## src/hw/rtl/bfra_ram.sv

```systemverilog
// Generic single-write, single-read RAM with registered read data.
// Depends on nothing.
`timescale 1ns / 1ps
module bfra_ram #(
  parameter int unsigned WIDTH = 8,
  parameter int unsigned DEPTH = 16
) (
  input  logic                     clk_i,
  input  logic                     we_i,
  input  logic [$clog2(DEPTH)-1:0] waddr_i,
  input  logic [WIDTH-1:0]         wdata_i,
  input  logic [$clog2(DEPTH)-1:0] raddr_i,
  output logic [WIDTH-1:0]         rdata_o
);

  logic [WIDTH-1:0] mem_q [DEPTH];

  always_ff @(posedge clk_i) begin
    if (we_i) begin
      mem_q[waddr_i] <= wdata_i;
    end
    rdata_o <= mem_q[raddr_i];
  end

endmodule
```

## config.mk

```make
export PLATFORM = sky130hd
export DESIGN_NAME = bfra_ram
export DESIGN_NICKNAME = d
export VERILOG_FILES = /design/src/hw/rtl/bfra_ram.sv
export SDC_FILE = /design/constraint.sdc
export NUM_CORES = 1
export LEC_CHECK = 0
export BUFFER_PORTS_ARGS = -buffer_cell sky130_fd_sc_hd__buf_4
export CAP_MARGIN = 5
export CORE_MARGIN = 2
export CORE_UTILIZATION = 50
export CTS_CLUSTER_DIAMETER = 40
export DETAILED_ROUTE_END_ITERATION = 7
export PLACE_DENSITY = 0.72
export SKIP_CTS_REPAIR_TIMING = 1
export SYNTH_ARGS = -nofsm -noshare
export SYNTH_HDL_FRONTEND = slang
export SYNTH_SLANG_ARGS = --single-unit
```

## constraint.sdc

```tcl
create_clock -name clk_i -period 3 [get_ports clk_i]
set_input_delay 0.75 -clock clk_i [delete_from_list [all_inputs] [get_ports clk_i]]
set_output_delay 0.75 -clock clk_i [all_outputs]
set_load 0.02 [all_outputs]
```

==> impl_summary.log, run 1 <==
INFO  metric portBuffers = 25
INFO  metric timing.slew.headroom = 48.9%
INFO  metric clk_latency = 520 ps
INFO  metric route.vias.total = around 2400
INFO  metric yosysTopAreaCellShare = 74.7%
INFO  metric avgViaCountPerCell = 5.72
INFO  metric post_dp_area = about 5500 um^2
INFO  metric layout.cells.most_common = sky130_fd_sc_hd__edfxtp_1
INFO  metric globalRouteOverflowTotal = 0
INFO  metric setup.worst_path.end_class = flop
INFO  metric die_w = 105 um
INFO  metric numClockSinks = between 100 and 150
INFO  metric placement_rows = 37
INFO  metric route.detailed.drc = 0
INFO  metric synth_area_leaders = sky130_fd_sc_hd__edfxtp_1, sky130_fd_sc_hd__mux4_2, sky130_fd_sc_hd__mux4_1
INFO  metric cts_buf_count = 17
INFO  metric finalWorstSetupSlack = ~1100 ps
INFO  metric area.sequential = about 4000 um^2
INFO  metric startpoint_type = input port
INFO  metric cellPowerDensity = 679 nW/um^2
INFO  metric synth-seq-area-share = 77.8%
INFO  metric layout.core_utilization = 59.5%
INFO  metric ir_drop = 0.000306 V
INFO  metric yosys_warnings = 0
INFO  metric ys_types = 19
INFO  metric ys_seq_elements = 136
INFO  metric synth_nets = ~250
INFO  metric fin_crit = 1870 ps
INFO  metric number_of_setup_violations_in_the_final_report = 0
INFO  metric first_global_vias = 2455
INFO  metric dpl.hpwl = 5980 um
INFO  metric routabilityCongestion = about 0.74
INFO  metric data_required_time_at_the_worst_endpoint = 3400 ps
INFO  metric finalHoldViolCount = 0
INFO  metric 1st_iter_drt_viols = 146
INFO  metric final_min_period_over_clock_period = 62.4%
INFO  metric timing.fmax = 534 MHz
INFO  metric flow.area_growth_from_synthesis = 17.2%
INFO  metric rsz0062_at_grt = false
INFO  metric fin_area = 6030 um^2
INFO  metric die_area = 11100 um^2
INFO  metric finish.cell_count_without_fillers = 426
INFO  metric fillCellCount = 694
INFO  metric hp-class = input port to flop
INFO  metric tightestPinTransition = 764 ps
INFO  metric n_antenna_cell = 0
INFO  metric maxCapViolations = 0
INFO  metric finish.net_count = 296
INFO  metric wl_per_cell = 22.4 um
INFO  metric synth_area_per_cell = 22.5 um^2
INFO  metric layout.cells.most_common_list = sky130_fd_sc_hd__edfxtp_1, sky130_fd_sc_hd__buf_4, sky130_fd_sc_hd__mux4_2
INFO  metric cts.clk_slew.worst_paths = about 60 ps
INFO  metric multiInputGateArea = 1060 um^2
INFO  metric total_leakage_power = 0.00205 uW
INFO  metric clock_skew = 7.16 ps
INFO  metric cts-root-buf = sky130_fd_sc_hd__clkbuf_8
INFO  metric grt_pass1_wl = 14600 um
INFO  metric drive_gt1_share = 28.6%
INFO  metric antenna_violating_nets_post_route = 0
INFO  metric fin_setup_tns = 0 ps
INFO  metric post_synth_design_cell_area = 5150 um^2
INFO  metric grt_util_all_layers = 18.9%
INFO  metric io-pin-count = 26
INFO  metric pre_cts_setup_slack = 581 ps
INFO  metric critical_path_arrival = roughly 2300 ps
INFO  metric cts_max_level = 4
INFO  metric die_h = 105 um
INFO  metric first_pass_drt_iterations = 4
INFO  metric synth_top_area_cell = sky130_fd_sc_hd__edfxtp_1
INFO  metric grt_antenna_before_repair = 0
INFO  metric clock_tree_from_tritoncts = yes
INFO  metric floorplan.initialDensity = about 50%
INFO  metric worst-path-max-fanout = 32
INFO  metric worst_setup_path_category = input port to flop
INFO  metric design.core.area = ~10000 um^2
INFO  metric place_inst = 395
INFO  metric maxSlewViolCount = 0
INFO  metric cts_max_path_buffers = 2
INFO  metric grt_start_max_net_pins = 33
INFO  metric run_status = finished, final reports clean
INFO  metric drt_wl_total = ~9500 um
INFO  metric syn_inst = approximately 230
-- critical path, stage by stage --
cell                      delay [ps]
sky130_fd_sc_hd__buf_4           470
sky130_fd_sc_hd__mux4_1          640
sky130_fd_sc_hd__a22oi_1         310
sky130_fd_sc_hd__nand2_1          80
-- cell type report --
cell class / instances / area share, %
Clock inverter: 4 / 0.332
Timing Repair Buffer: 40 / 4.98
Sequential cell: 136 / 66.4
Clock buffer: 27 / 7.98
Tap cell: 136 / 2.82
Multi-Input combinational cell: 83 / 17.5
-- logic make-up (layout without fill, tap and decap cells) --
logic type             after synthesis  count (layout)  share of synthesized area, %
DFF                                136             136                          77.8
and+or+nand+nor                     35              35                          3.18
muxes                               32              32                          15.0
AOI/OAI and AO/OA                   16              16                          2.33
buffers and inverters               10              71                          1.68
-- flip-flops by register name, summed over array words and instances, names as in the netlist --
signal / cells
mem_q: 128
rdata_o: 8
-- final timing paths --
check,from,to,slack (ps),depth (start not counted)
setup reg to reg,mem_q[1][5]$_DFFE_PP_,rdata_o[5]$_DFF_P_,1620,3
setup / recovery,raddr_i[0],rdata_o[1]$_DFF_P_,1130,4
hold reg to reg,mem_q[8][2]$_DFFE_PP_,rdata_o[2]$_DFF_P_,670,3
hold / removal,wdata_i[3],mem_q[9][3]$_DFFE_PP_,540,1
-- synth_stat cells --
cell type	number
sky130_fd_sc_hd__a22oi_1	16
sky130_fd_sc_hd__and2_1	1
sky130_fd_sc_hd__and2b_1	1
sky130_fd_sc_hd__buf_2	3
sky130_fd_sc_hd__buf_4	1
sky130_fd_sc_hd__buf_6	3
sky130_fd_sc_hd__clkdlybuf4s25_2	3
sky130_fd_sc_hd__dfxtp_1	8
sky130_fd_sc_hd__edfxtp_1	128
sky130_fd_sc_hd__mux4_1	14
sky130_fd_sc_hd__mux4_2	18
sky130_fd_sc_hd__nand2_1	9
sky130_fd_sc_hd__nand2b_1	2
sky130_fd_sc_hd__nand3_1	1
sky130_fd_sc_hd__nand3b_1	2
sky130_fd_sc_hd__nor2_1	13
sky130_fd_sc_hd__nor2b_1	1
sky130_fd_sc_hd__nor3_1	4
sky130_fd_sc_hd__or3b_2	1
-- per-stage QoR --
stage	hold slack, ps	power (uW)
finish	544	4100
detailed placement	661	2390
global route	539	4210
CTS	524	4120
floorplan	629	2300
global placement	652	2390
-- where the power goes --
group,leakage (uW),switching [uW],internal [uW]
clock network,0.000250,674,1070
registers,0.00122,12.8,2130
logic,0.000572,121,92.7
total,0.00205,808,3290
-- layer usage --
metal	wire length [um]	GRT usage, %	vias to the layer above
li1	-	-	1072
met3	592	5.01	8
met1	4040	25.9	1271
met5	0	0	-
met4	120	7.71	0
met2	4780	29.0	84
Note: power is estimated with default switching activity, not from simulation.
==> run 2: changes to the inputs <==
Clock period 3 ns to 1.82 ns, I/O delays scaled along.
==> impl_summary.log, run 2 (same netlist as run 1, synthesis figures left out) <==
INFO  metric grt_pass1_wl = 14700 um (was 14600 um)
INFO  metric cts_max_path_buffers = 2 (unchanged)
INFO  metric total_met2_wirelength_after_detailed_routing = 4770 um (was 4780 um)
INFO  metric antenna_violating_nets_post_route = 0 (unchanged)
INFO  metric cellPowerDensity = 1130 nW/um^2 (was 679 nW/um^2)
INFO  metric maxCapViolations = 0 (unchanged)
INFO  metric worst_setup_path_category = flop to output port (was input port to flop)
INFO  metric run_status = finished, final reports clean (unchanged)
INFO  metric tightestPinTransition = 691 ps (was 764 ps)
INFO  metric route.detailed.drc = 0 (unchanged)
INFO  metric avgViaCountPerCell = 5.59 (was 5.72)
INFO  metric detailroute.wirelength.met3 = 565 um (was 592 um)
INFO  metric number_of_setup_violations_in_the_final_report = 0 (unchanged)
INFO  metric final_min_period_over_clock_period = 81.6%
INFO  metric timing.fmax = roughly 670 MHz
INFO  metric startpoint_type = flop (was input port)
INFO  metric min_from = wdata_i[7] (was wdata_i[3])
INFO  metric portBuffers = 25 (unchanged)
INFO  metric layout.cells.most_common = sky130_fd_sc_hd__edfxtp_1 (unchanged)
INFO  metric sw_frac_of_total = 21.1% (was 19.7%)
INFO  metric fillCellCount = 687 (was 694)
INFO  metric dpl.hpwl = 6200 um (was 5980 um)
INFO  metric die_w = 105 um (unchanged)
INFO  metric grt_antenna_before_repair = 0 (unchanged)
INFO  metric worst-path-max-fanout = 1 (was 32)
INFO  metric share_comb_of_total_power = 5.4% (was 5.2%)
INFO  metric drive_gt1_share = 33.8% (was 28.6%)
INFO  metric registers.top_by_ff_count = mem_q (unchanged)
INFO  metric pre_cts_setup_slack = -36.0 ps (was 581 ps)
INFO  metric flow.area_growth_from_synthesis = 20.9% (was 17.2%)
INFO  metric n_antenna_cell = 0 (unchanged)
INFO  metric clock_tree_from_tritoncts = yes (unchanged)
INFO  metric largest_register_ff_count = 128 (unchanged)
INFO  metric cts.clk_slew.worst_paths = 60 ps (about the same)
INFO  metric fin_area = 6220 um^2 (was 6030 um^2)
INFO  metric finalWorstSetupSlack = 335 ps (was 1130 ps)
INFO  metric fin_setup_tns = 0 ps (unchanged)
INFO  metric sequentialPowerShare = 50.2% (was 52.2%)
INFO  metric 1st_iter_drt_viols = 160 (was 146)
INFO  metric data_required_time_at_the_worst_endpoint = 1360 ps (was 3400 ps)
INFO  metric timing.critical_path.slowest_cell_delay = 360 ps (was 640 ps)
INFO  metric routabilityCongestion = 0.771 (was 0.738)
INFO  metric detail_route.wirelength.met1 = 3920 um (was 4040 um)
INFO  metric rsz0062_at_grt = false (unchanged)
INFO  metric setup.reg_to_reg.worst_slack = 420 ps (was 1620 ps)
INFO  metric critPathBufInv = 1 (unchanged)
INFO  metric floorplan.initialDensity = 50.8% (unchanged)
INFO  metric setup.worst_path.end_class = output port (was flop)
INFO  metric post_dp_area = 5670 um^2 (was 5530 um^2)
INFO  metric first_global_vias = 2620 (was 2455)
INFO  metric grt_start_max_net_pins = 17 (was 33)
INFO  metric holdPathStages = 1 (unchanged)
INFO  metric power_report.internal_total = 5530 uW (was 3290 uW)
INFO  metric crit_path_top_delay_cell = sky130_fd_sc_hd__dfxtp_1 (was sky130_fd_sc_hd__mux4_1)
INFO  metric timing.slew.headroom = 53.8% (was 48.9%)
INFO  metric timing.critical_path.cells = buf_4 (was buf_4 > mux4_1 > a22oi_1 > nand2_1)
INFO  metric critical-path-top-delay-family = flip-flops (was multiplexers)
INFO  metric finish.net_count = 307 (was 296)
INFO  metric hp-class = input port to flop (unchanged)
INFO  metric die_area = 11100 um^2 (unchanged)
INFO  metric finalHoldViolCount = 0 (unchanged)
INFO  metric hold_end = mem_q[3][7]$_DFFE_PP_ (was mem_q[9][3]$_DFFE_PP_)
INFO  metric drt_wl_total = 9300 um (was 9530 um)
INFO  metric grt_util_all_layers = 18.7% (was 18.9%)
INFO  metric fin_crit = 1490 ps
INFO  metric hold-worst-slack = 247 ps (was 544 ps)
INFO  metric clock_skew = 8.57 ps (was 7.16 ps)
INFO  metric layout.cells.most_common_list = sky130_fd_sc_hd__edfxtp_1, sky130_fd_sc_hd__buf_4, sky130_fd_sc_hd__mux4_2 (unchanged)
INFO  metric ir_drop = 0.000611 V (was 0.000306 V)
INFO  metric maxSlewViolCount = 0 (unchanged)
INFO  metric top_regs = mem_q: 128 flops, rdata_o: 8 flops (unchanged)
INFO  metric die_h = 105 um (unchanged)
INFO  metric numClockSinks = 136 (unchanged)
INFO  metric first_pass_drt_iterations = 4 (unchanged)
INFO  metric total_leakage_power = 0.00213 uW (was 0.00205 uW)
INFO  metric design.core.area = 10100 um^2 (unchanged)
INFO  metric netsw = 1480 uW (was 808 uW)
INFO  metric io-pin-count = 26 (unchanged)
INFO  metric routed.top_layer = met4 (unchanged)
INFO  metric wl_per_cell = 21.2 um (was 22.4 um)
INFO  metric clock_power_share = 44.4% (was 42.6%)
INFO  metric clk_latency = 510 ps (was 520 ps)
INFO  metric critical_path_arrival = 1030 ps (was 2280 ps)
INFO  metric design_power_total = 7010 uW (was 4100 uW)
INFO  metric r2r_end = rdata_o[4]$_DFF_P_ (was rdata_o[5]$_DFF_P_)
INFO  metric cts-root-buf = sky130_fd_sc_hd__clkbuf_8 (unchanged)
INFO  metric timing.reg2reg.worst_path_depth = 3 (unchanged)
INFO  metric globalRouteOverflowTotal = 0 (unchanged)
INFO  metric route.vias.total = 2448 (was 2435)
INFO  metric cts_max_level = 4 (unchanged)
INFO  metric cts_buf_count = 17 (unchanged)
INFO  metric placement_rows = 37 (unchanged)
INFO  metric r2r-start = mem_q[10][4]$_DFFE_PP_ (was mem_q[1][5]$_DFFE_PP_)
[run 2: changes by cell type in the layout (fill, tap and decap cells not counted)]
cell | before | now
sky130_fd_sc_hd__clkinvlp_4 | 0 | 4
sky130_fd_sc_hd__clkinv_4 | 0 | 3
sky130_fd_sc_hd__bufinv_16 | 0 | 1
sky130_fd_sc_hd__clkinv_2 | 4 | 2
sky130_fd_sc_hd__nor3_2 | 0 | 1
sky130_fd_sc_hd__nor3_1 | 4 | 3
sky130_fd_sc_hd__inv_6 | 0 | 3
sky130_fd_sc_hd__buf_4 | 40 | 47
sky130_fd_sc_hd__buf_12 | 0 | 4
sky130_fd_sc_hd__clkbuf_8 | 4 | 2
sky130_fd_sc_hd__clkbuf_1 | 7 | 1
[run 2: final cells by class]
cell class	instances	area (um^2)	area share [%]
tap	136	170	2.73
clock inverter	13	123	1.97
multi-input combinational	83	1060	17.1
sequential	136	4000	64.3
clock buffer	19	432	6.94
timing repair buffer	51	433	6.96
[run 2: worst max-delay path by stage]
stage,from,endpoint,cells after the start
2_1_floorplan,waddr_i[2],mem_q[3][0]$_DFFE_PP_,2
3_3_place_gp,raddr_i[0],rdata_o[4]$_DFF_P_,5
3_5_place_dp,raddr_i[0],rdata_o[4]$_DFF_P_,5
4_1_cts,rdata_o[4]$_DFF_P_,rdata_o[4],1
5_1_grt,rdata_o[4]$_DFF_P_,rdata_o[4],1
6_report,rdata_o[4]$_DFF_P_,rdata_o[4],1
[run 2: power by group through the flow]
| stage | Clock, uW | Combinational, uW | Sequential (uW) |
|---|---|---|---|
| finish | 3110 | 380 | 3520 |
| global route | 3310 | 412 | 3530 |
| CTS | 3170 | 386 | 3520 |
| detailed placement | 0 | 383 | 3590 |
| global placement | 0 | 375 | 3580 |
| floorplan | 0 | 178 | 3610 |
[run 2: routing by layer]
layer / global-route usage (%) / vias up
met2: 29.5 / 87
met3: 6.18 / 2
met1: 25.2 / 1264
li1: - / 1095
met5: 0 / -
met4: 5.14 / 0
[run 2: through the flow]
step	utilization, %	std cells
after floorplan	-	229
after global placement	55.9	406
after detailed placement	55.9	406
after CTS	61.4	438
after global routing	61.4	438
final	61.4	438
==> run 3: changes to the inputs <==
Settings changed: ABC_AREA set to 1.
Clock period 1.82 ns to 1.4 ns, I/O delays scaled along.
==> impl_summary.log, run 3 <==
INFO  metric registers.top_by_ff_count = mem_q (unchanged)
INFO  metric total_leakage_power = 0.00298 uW (was 0.00213 uW)
INFO  metric syn_inst = 551 (was 229)
INFO  metric synth_common_cells = sky130_fd_sc_hd__nand2_1, sky130_fd_sc_hd__edfxtp_1, sky130_fd_sc_hd__inv_1 (was sky130_fd_sc_hd__edfxtp_1, sky130_fd_sc_hd__mux4_2, sky130_fd_sc_hd__a22oi_1)
INFO  metric cts_max_path_buffers = 2 (unchanged)
INFO  metric design_power_total = 9750 uW (was 7010 uW)
INFO  metric timing.critical_path.cells = buf_4 (unchanged)
INFO  metric flow.area_growth_from_synthesis = 18.4% (was 20.9%)
INFO  metric ys_async_sr_fraction = 0% (unchanged)
INFO  metric placement_rows = 39 (was 37)
INFO  metric final_min_period_over_clock_period = 95.2%
INFO  metric wl_per_cell = 17.0 um (was 21.2 um)
INFO  metric finish.cell_count_without_fillers = 752 (was 438)
INFO  metric first_global_vias = 3764 (was 2620)
INFO  metric critPathBufInv = 1 (unchanged)
INFO  metric yosys_warnings = 0 (unchanged)
INFO  metric post_synth_design_cell_area = 5770 um^2 (was 5150 um^2)
INFO  metric cts_max_level = 4 (unchanged)
INFO  metric r2r-start = mem_q[4][3]$_DFFE_PP_ (was mem_q[10][4]$_DFFE_PP_)
INFO  metric timing.critical_path.slowest_cell_delay = 390 ps (was 360 ps)
INFO  metric synth_area_leaders = sky130_fd_sc_hd__edfxtp_1, sky130_fd_sc_hd__nand2_1, sky130_fd_sc_hd__nand3_1 (was sky130_fd_sc_hd__edfxtp_1, sky130_fd_sc_hd__mux4_2, sky130_fd_sc_hd__mux4_1)
INFO  metric worst-path-max-fanout = 1 (unchanged)
INFO  metric hp-class = input port to flop (unchanged)
INFO  metric yosys.area_share.adder = 0% (unchanged)
INFO  metric critical_path_arrival = 980 ps (was 1030 ps)
INFO  metric number_of_enable_type_register_cells_in_the_synthesized_netlist = 128 (unchanged)
INFO  metric place_inst = 720 (was 406)
INFO  metric holdPathStages = 3 (was 1)
INFO  metric n_antenna_cell = 0 (unchanged)
INFO  metric run_status = finished, final reports clean (unchanged)
INFO  metric avgViaCountPerCell = 5.18 (was 5.59)
INFO  metric critical-path-top-delay-family = flip-flops (unchanged)
INFO  metric startpoint_type = flop (unchanged)
INFO  metric finalHoldViolCount = 0 (unchanged)
INFO  metric io-pin-count = 26 (unchanged)
INFO  metric layout.cells.most_common_list = sky130_fd_sc_hd__nand2_1, sky130_fd_sc_hd__edfxtp_1, sky130_fd_sc_hd__inv_1 (was sky130_fd_sc_hd__edfxtp_1, sky130_fd_sc_hd__buf_4, sky130_fd_sc_hd__mux4_2)
INFO  metric floorplan.initialDensity = 50.9% (was 50.8%)
INFO  metric die_h = 111 um (was 105 um)
INFO  metric ys_types = 12 (was 19)
INFO  metric design.core.area = 11300 um^2 (was 10100 um^2)
INFO  metric layout.core_utilization = 60.3% (was 61.4%)
INFO  metric multiplexer_fraction_of_the_synthesized_cell_area = 0% (was 15.0%)
INFO  metric synthSimpleGateAreaFrac = 21.0% (was 3.18%)
INFO  metric timing.reg2reg.worst_path_depth = 6 (was 3)
INFO  metric r2r_end = rdata_o[3]$_DFF_P_ (was rdata_o[4]$_DFF_P_)
INFO  metric first_pass_drt_iterations = 5 (was 4)
INFO  metric clk_latency = 420 ps (was 510 ps)
INFO  metric clock_skew = 6.29 ps (was 8.57 ps)
INFO  metric dpl.hpwl = 7880 um (was 6200 um)
INFO  metric hold_end = rdata_o[6]$_DFF_P_ (was mem_q[3][7]$_DFFE_PP_)
INFO  metric cts.clk_slew.worst_paths = 60 ps (about the same)
INFO  metric synth-seq-area-share = 69.4% (was 77.8%)
INFO  metric synth-xor-area-share = 0% (unchanged)
INFO  metric yosysTopAreaCellShare = 66.7% (was 74.7%)
INFO  metric most_repeated_cell_in_the_gate_level_netlist_after_synthesis = sky130_fd_sc_hd__nand2_1 (was sky130_fd_sc_hd__edfxtp_1)
INFO  metric tightestPinTransition = 369 ps (was 691 ps)
INFO  metric largest_register_ff_count = 128 (unchanged)
INFO  metric antenna_violating_nets_post_route = 0 (unchanged)
INFO  metric ys_seq_elements = 136 (unchanged)
INFO  metric grt_antenna_before_repair = 0 (unchanged)
INFO  metric 1st_iter_drt_viols = 367 (was 160)
INFO  metric cts_buf_count = 17 (unchanged)
INFO  metric rsz0062_at_grt = false (unchanged)
INFO  metric drive_gt1_share = 13.5% (was 33.8%)
INFO  metric die_area = 12400 um^2 (was 11100 um^2)
INFO  metric setup.worst_path.end_class = output port (unchanged)
INFO  metric data_required_time_at_the_worst_endpoint = 1050 ps (was 1360 ps)
INFO  metric setup.reg_to_reg.worst_slack = 380 ps (was 420 ps)
INFO  metric number_of_setup_violations_in_the_final_report = 0 (unchanged)
INFO  metric synth_nets = 569 (was 247)
INFO  metric die_w = 111 um (was 105 um)
INFO  metric clock_tree_from_tritoncts = yes (unchanged)
INFO  metric ir_drop = 0.00106 V (was 0.000611 V)
INFO  metric route.detailed.drc = 0 (unchanged)
INFO  metric min_from = raddr_i[3] (was wdata_i[7])
INFO  metric worst_setup_path_category = flop to output port (unchanged)
INFO  metric timing.slew.headroom = 75.4% (was 53.8%)
INFO  metric grt_start_max_net_pins = 65 (was 17)
INFO  metric synth-compound-area-share = 0% (was 2.33%)
INFO  metric maxCapViolations = 0 (unchanged)
INFO  metric synth_area_per_cell = 10.5 um^2 (was 22.5 um^2)
INFO  metric timing.fmax = 750 MHz
INFO  metric fin_crit = 1330 ps
INFO  metric routabilityCongestion = 0.873 (was 0.771)
INFO  metric synth_top_family_by_area = simple AND/OR/NAND/NOR gates (was multiplexers)
INFO  metric globalRouteOverflowTotal = 0 (unchanged)
INFO  metric maxSlewViolCount = 0 (unchanged)
INFO  metric fillCellCount = 918 (was 687)
INFO  metric drt_wl_total = 12800 um (was 9300 um)
INFO  metric route.vias.total = 3892 (was 2448)
INFO  metric top_regs = mem_q: 128 flops, rdata_o: 8 flops (unchanged)
INFO  metric portBuffers = 25 (unchanged)
INFO  metric synth-main-ff-cell = sky130_fd_sc_hd__edfxtp_1 (unchanged)
INFO  metric synth_top_area_cell = sky130_fd_sc_hd__edfxtp_1 (unchanged)
INFO  metric hold-worst-slack = 264 ps (was 247 ps)
INFO  metric finish.net_count = 614 (was 307)
INFO  metric grt_util_all_layers = 21.8% (was 18.7%)
INFO  metric cts-root-buf = sky130_fd_sc_hd__clkbuf_16 (was sky130_fd_sc_hd__clkbuf_8)
INFO  metric grt_pass1_wl = 19900 um (was 14700 um)
INFO  metric crit_path_top_delay_cell = sky130_fd_sc_hd__dfxtp_1 (unchanged)
INFO  metric layout.cells.most_common = sky130_fd_sc_hd__nand2_1 (was sky130_fd_sc_hd__edfxtp_1)
INFO  metric numClockSinks = 136 (unchanged)
INFO  metric cellPowerDensity = 1430 nW/um^2 (was 1130 nW/um^2)
[run 3: final cells by class]
type / count / area, um^2 / share of cell area, %
clock buffer: 17 / 425 / 6.23
clock inverter: 15 / 184 / 2.69
inverter: 102 / 383 / 5.61
multi-input combinational: 289 / 1210 / 17.8
sequential: 136 / 4000 / 58.7
tap: 143 / 179 / 2.62
timing repair buffer: 50 / 438 / 6.41
[run 3: routing by layer]
layer  vias up  GRT usage [%]  part of all wire, %
met2       152           36.4                   50
met1      1846           26.5                   40
met5         -              0                    0
met3        31           6.26                  6.7
li1       1863              -                    -
met4         0           10.0                  3.1
[run 3: power breakdown]
group	internal, uW	leakage, uW	switching [uW]	total [uW]
clock network	2940	0.000293	1590	4530
logic	214	0.00146	418	632
registers	4550	0.00122	32.0	4580
total	7710	0.00298	2040	9750
[run 3: per-stage QoR]
step / instance area, um^2 / TNS, ps / setup WS [ps]
2_1_floorplan: 5770 / 0 / 99.2
3_3_place_gp: 6220 / 0 / 24.8
3_5_place_dp: 6220 / -11.1 / -11.1
4_1_cts: 6830 / 0 / 68.1
5_1_grt: 6830 / 0 / 70.7
6_report: 6830 / 0 / 67.4
[run 3: how the worst max path moves through the flow]
stage / startpoint / end / slack, ps / cells after the start
2_1_floorplan: waddr_i[3] / mem_q[4][0]$_DFFE_PP_ / 100 / 2
3_3_place_gp: raddr_i[0] / rdata_o[6]$_DFF_P_ / 20 / 7
3_5_place_dp: raddr_i[0] / rdata_o[6]$_DFF_P_ / -10 / 8
4_1_cts: rdata_o[1]$_DFF_P_ / rdata_o[1] / 70 / 1
5_1_grt: rdata_o[1]$_DFF_P_ / rdata_o[1] / 70 / 1
6_report: rdata_o[1]$_DFF_P_ / rdata_o[1] / 70 / 1
[run 3: kinds of logic (layout without fill, tap and decap cells)]
logic type / after synthesis / after routing
AND/OR/NAND/NOR: 289 / 289
flip-flops: 136 / 136
buffers and inverters: 126 / 184
